<file path="config.mk">
export PLATFORM = sky130hd
export DESIGN_NAME = keyboard_scancode_decoder
export DESIGN_NICKNAME = d
export VERILOG_FILES = /design/src/hdl/ksd_pkg.sv /design/src/hdl/keyboard_scancode_decoder.sv
export SDC_FILE = /design/constraint.sdc
export NUM_CORES = 1
export LEC_CHECK = 0
export ABC_AREA = 1
export BUFFER_PORTS_ARGS = -buffer_cell sky130_fd_sc_hd__buf_4
export CORE_MARGIN = 4
export CORE_UTILIZATION = 55
export DETAILED_ROUTE_END_ITERATION = 8
export PLACE_DENSITY_LB_ADDON = 0.05
export SLEW_MARGIN = 20
export SYNTH_ARGS = -nofsm -noshare
export SYNTH_HDL_FRONTEND = slang
export SYNTH_SLANG_ARGS = --single-unit
</file>
<file path="constraint.sdc">
create_clock -name clk -period 4.67 [get_ports clk]
set_input_delay 0 -clock clk [delete_from_list [all_inputs] [get_ports clk]]
set_output_delay 0 -clock clk [all_outputs]
set_load 0.05 [all_outputs]
</file>
<file path="src/hdl/ksd_pkg.sv">
package ksd_pkg;

  // bound of the character table codes; codes at or above it read as no character
  localparam int unsigned TABLE_ENTRIES = 96;

  // configuration port
  localparam int unsigned CFG_ADDR_W = 4;
  localparam int unsigned CFG_DATA_W = 32;

  typedef logic [1:0] reg_idx_t;
  localparam reg_idx_t REG_ENABLED         = 2'd0;
  localparam reg_idx_t REG_REPEAT_DELAY    = 2'd1;
  localparam reg_idx_t REG_REPEAT_INTERVAL = 2'd2;

  // reset values of the repeat timing registers
  localparam logic [15:0] REPEAT_DELAY_RST    = 16'd500;
  localparam logic [15:0] REPEAT_INTERVAL_RST = 16'd70;

  // modifier key codes occupy 0x60..0x67
  localparam logic [3:0] MOD_CODE_HI = 4'b1100;

  // input item kinds
  localparam logic FUNC_SCANCODE = 1'b0;
  localparam logic FUNC_TICK     = 1'b1;

  // modifier register bits
  localparam int unsigned MOD_CTRL = 3;

  typedef struct packed {
    logic [7:0] key_code;
    logic [6:0] character;
  } key_event_t;

  // character table, returns {shifted, unshifted}
  function automatic logic [13:0] char_rom(input logic [6:0] code);
    logic [13:0] r;
    unique case (code)
      7'd0:  r = {7'h7e, 7'h60};
      7'd1:  r = {7'h21, 7'h31};
      7'd2:  r = {7'h40, 7'h32};
      7'd3:  r = {7'h23, 7'h33};
      7'd4:  r = {7'h24, 7'h34};
      7'd5:  r = {7'h25, 7'h35};
      7'd6:  r = {7'h5e, 7'h36};
      7'd7:  r = {7'h26, 7'h37};
      7'd8:  r = {7'h2a, 7'h38};
      7'd9:  r = {7'h28, 7'h39};
      7'd10: r = {7'h29, 7'h30};
      7'd11: r = {7'h5f, 7'h2d};
      7'd12: r = {7'h2b, 7'h3d};
      7'd13: r = {7'h7c, 7'h5c};
      7'd15: r = {7'h30, 7'h30};
      7'd16: r = {7'h51, 7'h71};
      7'd17: r = {7'h57, 7'h77};
      7'd18: r = {7'h45, 7'h65};
      7'd19: r = {7'h52, 7'h72};
      7'd20: r = {7'h54, 7'h74};
      7'd21: r = {7'h59, 7'h79};
      7'd22: r = {7'h55, 7'h75};
      7'd23: r = {7'h49, 7'h69};
      7'd24: r = {7'h4f, 7'h6f};
      7'd25: r = {7'h50, 7'h70};
      7'd26: r = {7'h7b, 7'h5b};
      7'd27: r = {7'h7d, 7'h5d};
      7'd29: r = {7'h31, 7'h31};
      7'd30: r = {7'h32, 7'h32};
      7'd31: r = {7'h33, 7'h33};
      7'd32: r = {7'h41, 7'h61};
      7'd33: r = {7'h53, 7'h73};
      7'd34: r = {7'h44, 7'h64};
      7'd35: r = {7'h46, 7'h66};
      7'd36: r = {7'h47, 7'h67};
      7'd37: r = {7'h48, 7'h68};
      7'd38: r = {7'h4a, 7'h6a};
      7'd39: r = {7'h4b, 7'h6b};
      7'd40: r = {7'h4c, 7'h6c};
      7'd41: r = {7'h3a, 7'h3b};
      7'd42: r = {7'h22, 7'h27};
      7'd45: r = {7'h34, 7'h34};
      7'd46: r = {7'h35, 7'h35};
      7'd47: r = {7'h36, 7'h36};
      7'd49: r = {7'h5a, 7'h7a};
      7'd50: r = {7'h58, 7'h78};
      7'd51: r = {7'h43, 7'h63};
      7'd52: r = {7'h56, 7'h76};
      7'd53: r = {7'h42, 7'h62};
      7'd54: r = {7'h4e, 7'h6e};
      7'd55: r = {7'h4d, 7'h6d};
      7'd56: r = {7'h3c, 7'h2c};
      7'd57: r = {7'h3e, 7'h2e};
      7'd58: r = {7'h3f, 7'h2f};
      7'd60: r = {7'h2e, 7'h2e};
      7'd61: r = {7'h37, 7'h37};
      7'd62: r = {7'h38, 7'h38};
      7'd63: r = {7'h39, 7'h39};
      7'd64: r = {7'h20, 7'h20};
      7'd65: r = {7'h08, 7'h08};
      7'd66: r = {7'h0f, 7'h09};
      7'd67: r = {7'h0d, 7'h0d};
      7'd68: r = {7'h0d, 7'h0d};
      7'd69: r = {7'h1b, 7'h1b};
      7'd70: r = {7'h7f, 7'h7f};
      7'd74: r = {7'h2d, 7'h2d};
      7'd76: r = {7'h00, 7'h10};
      7'd77: r = {7'h00, 7'h0e};
      7'd78: r = {7'h05, 7'h06};
      7'd79: r = {7'h01, 7'h02};
      7'd90: r = {7'h28, 7'h28};
      7'd91: r = {7'h29, 7'h29};
      7'd92: r = {7'h2f, 7'h2f};
      7'd93: r = {7'h2a, 7'h2a};
      7'd94: r = {7'h2b, 7'h2b};
      default: r = 14'd0;
    endcase
    return r;
  endfunction

  // press code to character under the current modifiers
  function automatic logic [6:0] translate(input logic [6:0] code, input logic [7:0] mods);
    logic [13:0] row;
    logic [6:0]  ch;
    row = char_rom(code);
    ch  = row[6:0];
    if ({1'b0, code} >= 8'(TABLE_ENTRIES)) begin
      ch = 7'd0;
    end else if (mods[2:0] != 3'd0) begin
      ch = row[13:7];
    end else if (mods[MOD_CTRL]) begin
      priority if (ch >= 7'h61 && ch <= 7'h7a) begin
        ch = ch - 7'h60;
      end else if (ch == 7'd2) begin
        ch = 7'd1;
      end else if (ch == 7'd6) begin
        ch = 7'd5;
      end
    end
    return ch;
  endfunction

endpackage

</file>
<file path="src/hdl/keyboard_scancode_decoder.sv">
// channel  direction  handshake                payload
// in       input      in_valid / in_stall      in_func, in_raw_byte
// out      output     out_valid / out_stall    out_key_code, out_character
// cfg      input      psel/penable/pwrite/pready  paddr, pwdata, prdata
//
// one item per cycle unless stalled: a beat enters the input register, is decoded against
// the key state and the character table, and its result is registered in out_r.
// the decode stage advances unless it makes a result while the result register is full
// and stalled; items that make no result never wait on the output side.
// rst_n is synchronous and active low; it clears control state and loads register defaults.
module keyboard_scancode_decoder (
  input  logic                            clk,
  input  logic                            rst_n,
  // input channel
  input  logic                            in_valid,
  output logic                            in_stall,
  input  logic                            in_func,
  input  logic [7:0]                      in_raw_byte,
  // result channel
  output logic                            out_valid,
  input  logic                            out_stall,
  output logic [7:0]                      out_key_code,
  output logic [6:0]                      out_character,
  // configuration
  input  logic                            psel,
  input  logic                            penable,
  input  logic                            pwrite,
  input  logic [ksd_pkg::CFG_ADDR_W-1:0]  paddr,
  input  logic [ksd_pkg::CFG_DATA_W-1:0]  pwdata,
  output logic [ksd_pkg::CFG_DATA_W-1:0]  prdata,
  output logic                            pready
);
  import ksd_pkg::*;

  // configuration registers
  logic        enabled_r;
  logic [15:0] repeat_delay_r;
  logic [15:0] repeat_interval_r;
  logic        cfg_wr;
  reg_idx_t    cfg_idx;

  // input register
  logic        in_vld_r;
  logic        in_func_r;
  logic [7:0]  in_raw_r;

  // key state
  logic [7:0]  mods_r, mods_nxt;
  logic [7:0]  last_raw_r, last_raw_nxt;
  key_event_t  held_r, held_nxt;
  logic        armed_r, armed_nxt;
  logic [15:0] countdown_r, countdown_nxt;

  // result register
  logic        out_valid_r;
  key_event_t  out_r;

  // decode
  logic        emit;
  key_event_t  ev;
  logic        adv;
  logic        in_take;
  logic [7:0]  code;
  logic        is_mod;
  logic [7:0]  mod_bit;
  logic [6:0]  ch;

  // apb access
  assign pready  = 1'b1;
  assign cfg_idx = paddr[3:2];
  assign cfg_wr  = psel & penable & pwrite & pready;

  always_comb begin
    prdata = '0;
    unique case (cfg_idx)
      REG_ENABLED:         prdata = {{(CFG_DATA_W-1){1'b0}}, enabled_r};
      REG_REPEAT_DELAY:    prdata = {{(CFG_DATA_W-16){1'b0}}, repeat_delay_r};
      REG_REPEAT_INTERVAL: prdata = {{(CFG_DATA_W-16){1'b0}}, repeat_interval_r};
      default:             prdata = '0;
    endcase
  end

  always_ff @(posedge clk) begin
    if (!rst_n) begin
      enabled_r         <= 1'b0;
      repeat_delay_r    <= REPEAT_DELAY_RST;
      repeat_interval_r <= REPEAT_INTERVAL_RST;
    end else if (cfg_wr) begin
      unique case (cfg_idx)
        REG_ENABLED:         enabled_r         <= pwdata[0];
        REG_REPEAT_DELAY:    repeat_delay_r    <= pwdata[15:0];
        REG_REPEAT_INTERVAL: repeat_interval_r <= pwdata[15:0];
        default: ;
      endcase
    end
  end

  // scancode decode: rotate right by one and invert
  assign code    = ~{in_raw_r[0], in_raw_r[7:1]};
  assign is_mod  = (code[6:3] == MOD_CODE_HI);
  assign mod_bit = is_mod ? (8'd1 << code[2:0]) : 8'd0;
  assign ch      = translate(code[6:0], mods_r);

  // next key state and result for the item in the input register
  always_comb begin
    mods_nxt      = mods_r;
    last_raw_nxt  = last_raw_r;
    held_nxt      = held_r;
    armed_nxt     = armed_r;
    countdown_nxt = countdown_r;
    emit          = 1'b0;
    ev            = held_r;
    if (in_func_r == FUNC_TICK) begin
      // autorepeat timing
      if (held_r.character != 7'd0) begin
        if (!armed_r) begin
          armed_nxt     = 1'b1;
          countdown_nxt = repeat_delay_r;
        end else if (countdown_r[15:1] == 15'd0) begin
          countdown_nxt = repeat_interval_r;
          emit          = 1'b1;
        end else begin
          countdown_nxt = countdown_r - 16'd1;
        end
      end
    end else if (enabled_r) begin
      armed_nxt = 1'b0;
      if (in_raw_r != last_raw_r) begin
        last_raw_nxt = in_raw_r;
        mods_nxt     = code[7] ? (mods_r & ~mod_bit) : (mods_r | mod_bit);
        if (!is_mod && !code[7]) begin
          // ordinary press
          ev       = '{key_code: code, character: ch};
          held_nxt = (ch == 7'd0) ? '0 : ev;
          emit     = (ch != 7'd0);
        end else begin
          // release or modifier
          held_nxt = '0;
          ev       = '{key_code: code, character: 7'd0};
          emit     = 1'b1;
        end
      end
    end
  end

  // stage control
  assign adv      = !emit || !out_valid_r || !out_stall;
  assign in_stall = in_vld_r && !adv;
  assign in_take  = in_valid && !in_stall;

  always_ff @(posedge clk) begin
    if (!rst_n) begin
      in_vld_r <= 1'b0;
    end else begin
      in_vld_r <= in_take || (in_vld_r && !adv);
    end
  end

  always_ff @(posedge clk) begin
    if (in_take) begin
      in_func_r <= in_func;
      in_raw_r  <= in_raw_byte;
    end
  end

  // state update when the decode stage moves on
  always_ff @(posedge clk) begin
    if (!rst_n) begin
      mods_r      <= '0;
      last_raw_r  <= '0;
      held_r      <= '0;
      armed_r     <= 1'b0;
      countdown_r <= '0;
    end else if (in_vld_r && adv) begin
      mods_r      <= mods_nxt;
      last_raw_r  <= last_raw_nxt;
      held_r      <= held_nxt;
      armed_r     <= armed_nxt;
      countdown_r <= countdown_nxt;
    end
  end

  // result register
  always_ff @(posedge clk) begin
    if (!rst_n) begin
      out_valid_r <= 1'b0;
    end else if (in_vld_r && emit && adv) begin
      out_valid_r <= 1'b1;
    end else if (!out_stall) begin
      out_valid_r <= 1'b0;
    end
  end

  always_ff @(posedge clk) begin
    if (in_vld_r && emit && adv) begin
      out_r <= ev;
    end
  end

  assign out_valid     = out_valid_r;
  assign out_key_code  = out_r.key_code;
  assign out_character = out_r.character;

  // checks
  a_armed_needs_held: assert property (@(posedge clk) disable iff (!rst_n)
    armed_r |-> (held_r.character != 7'd0))
    else $error("autorepeat armed with nothing held");

  a_release_no_char: assert property (@(posedge clk) disable iff (!rst_n)
    (out_valid_r && out_r.key_code[7]) |-> (out_r.character == 7'd0))
    else $error("release beat carries a character");

  a_result_from_item: assert property (@(posedge clk) disable iff (!rst_n)
    $rose(out_valid_r) |-> $past(in_vld_r))
    else $error("result appeared without a decoded item");

  a_full_out_holds: assert property (@(posedge clk) disable iff (!rst_n)
    (out_valid_r && out_stall) |=> out_valid_r)
    else $error("stalled result dropped");

endmodule
</file>
==> results of run 1 <==
## how the worst max path moves through the flow
stage / start / end / slack [ns]
finish: in_raw_r[1] / out_key_code[3] / 0.55
global route: in_raw_r[1] / last_raw_r[6] / 0.05
CTS: in_raw_r[1] / countdown_r[1] / 0.59
detailed placement: in_raw_r[1] / out_key_code[2] / 0.61
global placement: in_raw_r[1] / out_key_code[2] / 0.62
floorplan: in_raw_r[2] / out_character[0] / 1.01
## state kept, by name, indices dropped and copies added (netlist names), named ones only
register	count
armed_r	1
countdown_r	16
enabled_r	1
held_r	15
in_func_r	1
in_raw_r	8
in_vld_r	1
last_raw_r	8
out_character	7
out_key_code	8
out_valid	1
repeat_delay_r	16
repeat_interval_r	16
## cell usage in the layout, fill, tap and decap left out, types with 8 or more instances in the layout
master / instances
nand2_1: 263
nor2_1: 118
inv_1: 107
buf_4: 84
dfxtp_1: 79
o21ai_0: 78
a21oi_1: 66
nand3_1: 63
dlygate4sd3_1: 29
edfxtp_1: 24
conb_1: 17
o21ai_1: 16
o211ai_1: 13
o22ai_1: 12
nand4_1: 11
xor2_1: 10
ha_1: 10
nor3_1: 9
clkbuf_16: 9
a22o_1: 8
## area by class of cell
class	instances	area [um^2]	share of cell area [%]
inverter	120	453	5.90
sequential	103	2300	30.0
tap	143	179	2.33
clock buffer	11	243	3.16
clock inverter	5	55.1	0.717
timing repair buffer	113	921	12.0
multi-input combinational	736	3520	45.9
## synth_stat cells (8+ instances only)
cell	instances
a21oi_1	66
a22o_1	8
buf_2	10
buf_4	20
clkbuf_1	25
dfxtp_1	79
edfxtp_1	24
ha_1	10
inv_1	107
nand2_1	263
nand3_1	63
nand4_1	11
nor2_1	118
nor3_1	9
o211ai_1	13
o21ai_0	78
o21ai_1	16
o22ai_1	12
xor2_1	10
## repair_timing
item | in CTS | in global routing
hold endpoints to repair | 44 | 0
resized for setup | 0 | 0
setup buffers | 0 | 0
hold buffers | 29 | 0
## cells by family after synthesis
family	after synthesis
AOI/OAI and AO/OA	213
xor gates and xnor gates	15
adders and majority gates	10
buffers and inverters	182
DFF	103
muxes	1
other	2
and+or+nand+nor	480
## metal layers
layer	part of all wire [%]	wire length, um
met1	42	7660
met2	47	8610
met3	6.9	1250
met4	3.7	680
met5	0	0
## stage by stage
stage / cells / utilization, % / area, um^2 / hold slack (ns) / worst slack (ns)
floorplan: 1021 / - / 6630 / 0.0989 / 1.01
global placement: 1186 / 61.3 / 7090 / 0.179 / 0.615
detailed placement: 1186 / 61.3 / 7090 / 0.179 / 0.611
CTS: 1231 / 66.4 / 7670 / 0.00442 / 0.594
global route: 1231 / 66.4 / 7670 / 0.0297 / 0.0533
finish: 1231 / 66.4 / 7670 / 0.0231 / 0.553
## report_power, final
part	leakage [nW]	internal (mW)	switching [mW]
clock network	0.150	0.431	0.334
logic	2.66	0.147	0.320
registers	0.849	0.924	0.0164
## critical path, stage by stage, from the launching register on
cell,delay (ns)
edfxtp_1,0.46
inv_1,0.33
ha_1,0.29
nand2_1,0.11
nand2_1,0.15
nor2_1,0.06
o21ai_1,0.12
nand2_1,0.07
a21oi_2,0.24
ha_1,0.22
nand3_1,0.08
nor3_1,0.21
nand2_1,0.11
nand2_1,0.12
nand2_1,0.08
nand2_1,0.07
a21oi_1,0.08
nor2_1,0.13
nand4_1,0.11
nand2_1,0.10
nand2_2,0.08
nand2_4,0.11
nand2_4,0.09
inv_1,0.07
nand2_1,0.06
inv_1,0.05
buf_4,0.22
==> metrics.md, run 1 <==
| Metric | Value |
|---|---|
| # H-tree levels | `3` |
| Mux share of post-synthesis cell area | `0.152%` |
| Yosys top cell by area | `dfxtp_1` |
| Setup TNS | `0 ns` |
| Met3 Use GR | `~4.5%` |
| Final HPWL DP | `12,800 um` |
| Clock buffer depth | `2` |
| Mapped Cells | `1,006` |
| Worst Skew | `roughly 0.010 ns` |
| Dominant cells by area after synthesis | `dfxtp_1 24%, nand2_1 15%, edfxtp_1 11%` |
| Final setup fails | `0` |
| Hold Path Depth | `4` |
| Final net count | `1,145` |
| Share of layout cells above drive strength 1 | `11.1%` |
| Type of the worst setup path | `flip-flop to flip-flop` |
| Synth Area in Compound Gates | `~18%` |
| Slew Viols, Final | `0` |
| Sequential area share after synthesis | `a little over a third` |
| Min-delay src | `paddr[3]` |
| Largest family of logic cells by synthesized area | `simple AND/OR/NAND/NOR gates` |
| R2R Setup Slk | `~0.55 ns` |
| CP endpoint kind | `flip-flop` |
| Top_reg_cell synth | `dfxtp_1` |
| Diode count | `0` |
| Met1 Use GR | `about a third` |
| Vias per cell | `between 5 and 6` |
| Hold EP | `enabled_r` |
| Reg2reg end | `out_key_code[3]` |
| Fmax | `0.243 GHz` |
| Critical Path Start Type | `flip-flop` |
| First-pass GRT wire length | `30,500 um` |
| Initial antenna violation count | `0` |
| Tmin final | `4.12 ns` |
| Num CTS Buffers | `9` |
| Mapped Area | `~6600 um^2` |
| Clock tree from TritonCTS | `built` |
| IO buf count | `between 60 and 70` |
| Simple-Gate Fraction of Synth Area | `between 30% and 40%` |
| Post-synth EDFFs | `24` |
| Initial DRT Pass Iterations | `6` |
| Root buffer cell | `clkbuf_16` |
| Final worst-path cycle share | `~88%` |
| Worst slew pin tran | `0.842 ns` |
| Boundary Pins | `102` |
| Post-synth ARST share | `0%` |
| Critical path data arrival time | `between 4 and 5 ns` |
| DR iter-0 viols | `560` |
| Post-synth cell types | `between 40 and 50` |
| DR vias | `6,622` |
| Status | `finished clean` |
| Placeable core area | `11,600 um^2` |
| HP Class | `input port to flip-flop` |
| CTS clk-pin slew, worst paths | `0.07 ns` |
| Post-Synth Adder-Cell Area | `about 1.9%` |
| Full die area | `between 10,000 and 15,000 um^2` |
| Final wirelength | `between 15,000 and 20,000 um` |
| Largest net degree at the start of global routing | `53` |
| Vias in the first global route | `approximately 6,400` |
| Peak VDD IR | `approximately 0.26 mV` |
| Gpl congestion | `roughly 1` |
| Synthesized flop and latch total | `between 100 and 150` |
| Total gr overflow | `0` |
| R2R depth | `26` |
| Initial Utilization | `a little under three fifths` |
| Lkg Pwr | `3.66 nW` |
| Layout fillers | `about 1,100` |
| Post-synth top area share | `around 24%` |
| CP Data Required Time | `about 4.7 ns` |
| Clk sinks | `about 100` |
| Num rows | `39` |
| DRC viols | `0` |
| Vert. Die Dim | `roughly 120 um` |
| Avg WL per Cell | `14.8 um` |
| Slew HR | `between 40% and 50%` |
| Most Crowded Layer GR | `met2` |
| RSZ-0062 raised after global routing | `false` |
| XOR/XNOR Fraction of Synth Area | `2.00%` |
| Die width | `between 100 and 150 um` |
| M2 GR Usage | `about 46%` |
| Total track usage | `between 20% and 30%` |
| PnR Total Power | `approximately 2.2 mW` |
| Ys Warns | `0` |
| PD cells | `about 280 nW/um^2` |
| R2r startpoint | `in_raw_r[1]` |
| Crit path max fanout | `15` |
| ANT nets after route | `0` |
| Final Hold Viols | `0` |
| Insertion delay of the later-clocked pin in the worst-skew pair | `approximately 0.35 ns` |
| Area Overhead vs Synth | `16.8%` |
| Avg Inst Size Synth | `6.53 um^2` |
| Max-Cap Viols | `0` |
No activity file was read; power rests on OpenSTA's default activity.
==> inputs of run 2 (changes only) <==
--- a/config.mk
+++ b/config.mk
@@ -6,11 +6,11 @@
 export NUM_CORES = 1
 export LEC_CHECK = 0
 export ABC_AREA = 1
-export BUFFER_PORTS_ARGS = -buffer_cell sky130_fd_sc_hd__buf_4
 export CORE_MARGIN = 4
 export CORE_UTILIZATION = 55
 export DETAILED_ROUTE_END_ITERATION = 8
-export PLACE_DENSITY_LB_ADDON = 0.05
+export DONT_BUFFER_PORTS = 1
+export PLACE_DENSITY = 0.68
 export SLEW_MARGIN = 20
 export SYNTH_ARGS = -nofsm -noshare
 export SYNTH_HDL_FRONTEND = slang
==> constraint.sdc (replaced) <==
create_clock -name clk -period 4.34 [get_ports clk]
set_input_delay 0 -clock clk [delete_from_list [all_inputs] [get_ports clk]]
set_output_delay 0 -clock clk [all_outputs]
set_load 0.05 [all_outputs]
==> metrics.md, run 2 (synthesis gave the netlist of run 1 again) <==
| Metric | Value |
|---|---|
| CP Data Required Time | `4.41 ns (was 4.72 ns)` |
| Initial Utilization | `56.8% (unchanged)` |
| Worst slew pin tran | `1.09 ns (was 0.842 ns)` |
| Final Cell Area | `7380 um^2 (was 7670 um^2)` |
| ANT nets after route | `0 (unchanged)` |
| Peak VDD IR | `0.301 mV (was 0.261 mV)` |
| Num CTS Buffers | `9 (unchanged)` |
| Lkg Pwr | `3.40 nW (was 3.66 nW)` |
| Worst Skew | `0.00887 ns (was 0.00998 ns)` |
| DR vias | `6,562 (was 6,622)` |
| HP Class | `input port to flip-flop (unchanged)` |
| Final Util | `63.8% (was 66.4%)` |
| Commonest non-fill, non-tap cell in the layout | `nand2_1 (unchanged)` |
| Critical path data arrival time | `4.09 ns (was 4.17 ns)` |
| Avg WL per Cell | `15.2 um (was 14.8 um)` |
| DRC viols | `0 (unchanged)` |
| Diode count | `0 (unchanged)` |
| Total gr overflow | `0 (unchanged)` |
| CP peak stage delay | `0.50 ns (was 0.46 ns)` |
| CTS clk-pin slew, worst paths | `0.07 ns (about the same)` |
| DR iter-0 viols | `616 (was 560)` |
| Final HPWL DP | `12,800 um (about the same)` |
| Tmin final | `4.02 ns (was 4.12 ns)` |
| Largest regs | `countdown_r: 16 flops, repeat_delay_r: 16 flops, repeat_interval_r: 16 flops (unchanged)` |
| DP Area | `6680 um^2 (was 7090 um^2)` |
| Share of layout cells above drive strength 1 | `7.30% (was 11.1%)` |
| Largest net degree at the start of global routing | `52 (was 53)` |
| Crit path max fanout | `15 (unchanged)` |
| Final worst-path cycle share | `92.6% (was 88.2%)` |
| # H-tree levels | `3 (unchanged)` |
| Die width | `117 um (unchanged)` |
| Vias per cell | `5.54 (was 5.38)` |
| Crit-path most repeated cell | `nand2_1 (unchanged)` |
| Final Hold Viols | `0 (unchanged)` |
| Type of the worst setup path | `flip-flop to flip-flop (unchanged)` |
| Vert. Die Dim | `117 um (unchanged)` |
| Insertion delay of the later-clocked pin in the worst-skew pair | `0.35 ns (about the same)` |
| PnR Total Power | `2.27 mW (was 2.17 mW)` |
| Area Overhead vs Synth | `12.3% (was 16.8%)` |
| PD cells | `308 nW/um^2 (was 283 nW/um^2)` |
| Final setup fails | `0 (unchanged)` |
| First-pass GRT wire length | `30,100 um (was 30,500 um)` |
| Min-delay src | `in_valid (was paddr[3])` |
| CP Buf/Inv Count | `3 (was 4)` |
| Worst Setup SP | `in_raw_r[2] (was in_raw_r[1])` |
| Num rows | `39 (unchanged)` |
| Initial DRT Pass Iterations | `5 (was 6)` |
| Slew HR | `28.5% (was 43.7%)` |
| Clock buffer depth | `2 (unchanged)` |
| IO buf count | `0 (was 66)` |
| Full die area | `13,800 um^2 (unchanged)` |
| Critical path's slowest cell | `edfxtp_1 (unchanged)` |
| Fmax | `0.249 GHz (was 0.243 GHz)` |
| Clk sinks | `103 (unchanged)` |
| Critical path, cell by cell | `ha_1 > a21oi_1 > o21ai_0 > nand2_1 > a21oi_4 > ha_1 > nand3_1 > nor3_1 > nand2_1 > nand2_1 > nand2_1 > nand2_1 > a21oi_1 > nor2_1 > nand4_1 > nand2_1 > nand2_2 > nand2_4 > nand2_4 > inv_1 > nand2_1 > inv_1 > buf_12` |
| Max-Cap Viols | `0 (unchanged)` |
| Total track usage | `26.4% (was 26.5%)` |
| Root buffer cell | `clkbuf_16 (unchanged)` |
| Vias in the first global route | `6,201 (was 6,397)` |
| Gpl congestion | `0.973 (was 0.975)` |
| Setup TNS | `0 ns (unchanged)` |
| R2r startpoint | `in_raw_r[2] (was in_raw_r[1])` |
| Initial antenna violation count | `0 (unchanged)` |
| Final net count | `1,098 (was 1,145)` |
| CP endpoint kind | `flip-flop (unchanged)` |
| Most frequent cells in the layout | `261 x nand2_1, 116 x nor2_1, 105 x inv_1 (was 263 x nand2_1, 118 x nor2_1, 107 x inv_1)` |
| Placeable core area | `11,600 um^2 (unchanged)` |
| Delay-heaviest family, CP | `simple AND/OR/NAND/NOR gates (unchanged)` |
| Clock tree from TritonCTS | `built (unchanged)` |
| Status | `finished clean (unchanged)` |
| Critical Path Start Type | `flip-flop (unchanged)` |
| Final wirelength | `18,000 um (was 18,200 um)` |
| Slew Viols, Final | `0 (unchanged)` |
| Boundary Pins | `102 (unchanged)` |
==> run 2: changes by cell type in the layout (fill, tap and decap cells not counted), sizes merged <==
cell	before	now
buf	84	31
bufinv	1	0
clkbuf	11	9
clkinvlp	0	3
dlygate4sd3	29	35
==> run 2: path summary, 6_finish.rpt <==
kind,end,slack (ns),cells past startpoint
worst min register to register,held_r[10],0.46,2
worst max-delay path,out_key_code[2],0.32,23
worst max register to register,out_key_code[2],0.32,23
worst min-delay path,in_func_r,0.06,2
==> run 2: metal layers <==
layer | up-vias | GRT usage [%] | wire length [um]
met3 | 44 | 5.15 | 1270
met5 | - | 0 | 0
met1 | 2947 | 33.6 | 7660
li1 | 3313 | - | -
met4 | 0 | 10.1 | 450
met2 | 258 | 44.4 | 8590
==> run 2: timing repair <==
item                       CTS  global route
setup endpoints to repair    0            65
resized for setup            0            10
setup buffers                0             4
hold buffers                36             0
hold endpoints to repair    61             0
==> run 2: power breakdown <==
| group | leakage (nW) | internal (mW) | switching [mW] | total (mW) |
|---|---|---|---|---|
| Clock | 0.133 | 0.395 | 0.368 | 0.763 |
| Combinational | 2.42 | 0.149 | 0.343 | 0.492 |
| Sequential | 0.849 | 0.995 | 0.0220 | 1.02 |
==> run 2: cell type report <==
class / count / area (um^2)
multi-input cells: 736 / 3540
flip-flops and latches: 103 / 2300
repair buffers: 66 / 621
fillers: 1113 / 4180
clock buffers: 9 / 225
inverters: 120 / 459
well taps: 143 / 179
clock inverters: 7 / 55.1
==> run 2: metrics by stage <==
step	cells	setup slack [ns]	hold WS [ns]
after floorplan	1021	0.678	0.0989
after global placement	1128	0.384	0.0916
after detailed placement	1128	0.348	0.0961
after CTS	1180	0.345	0.0586
after global routing	1184	-0.00100	0.0863
final	1184	0.320	0.0625
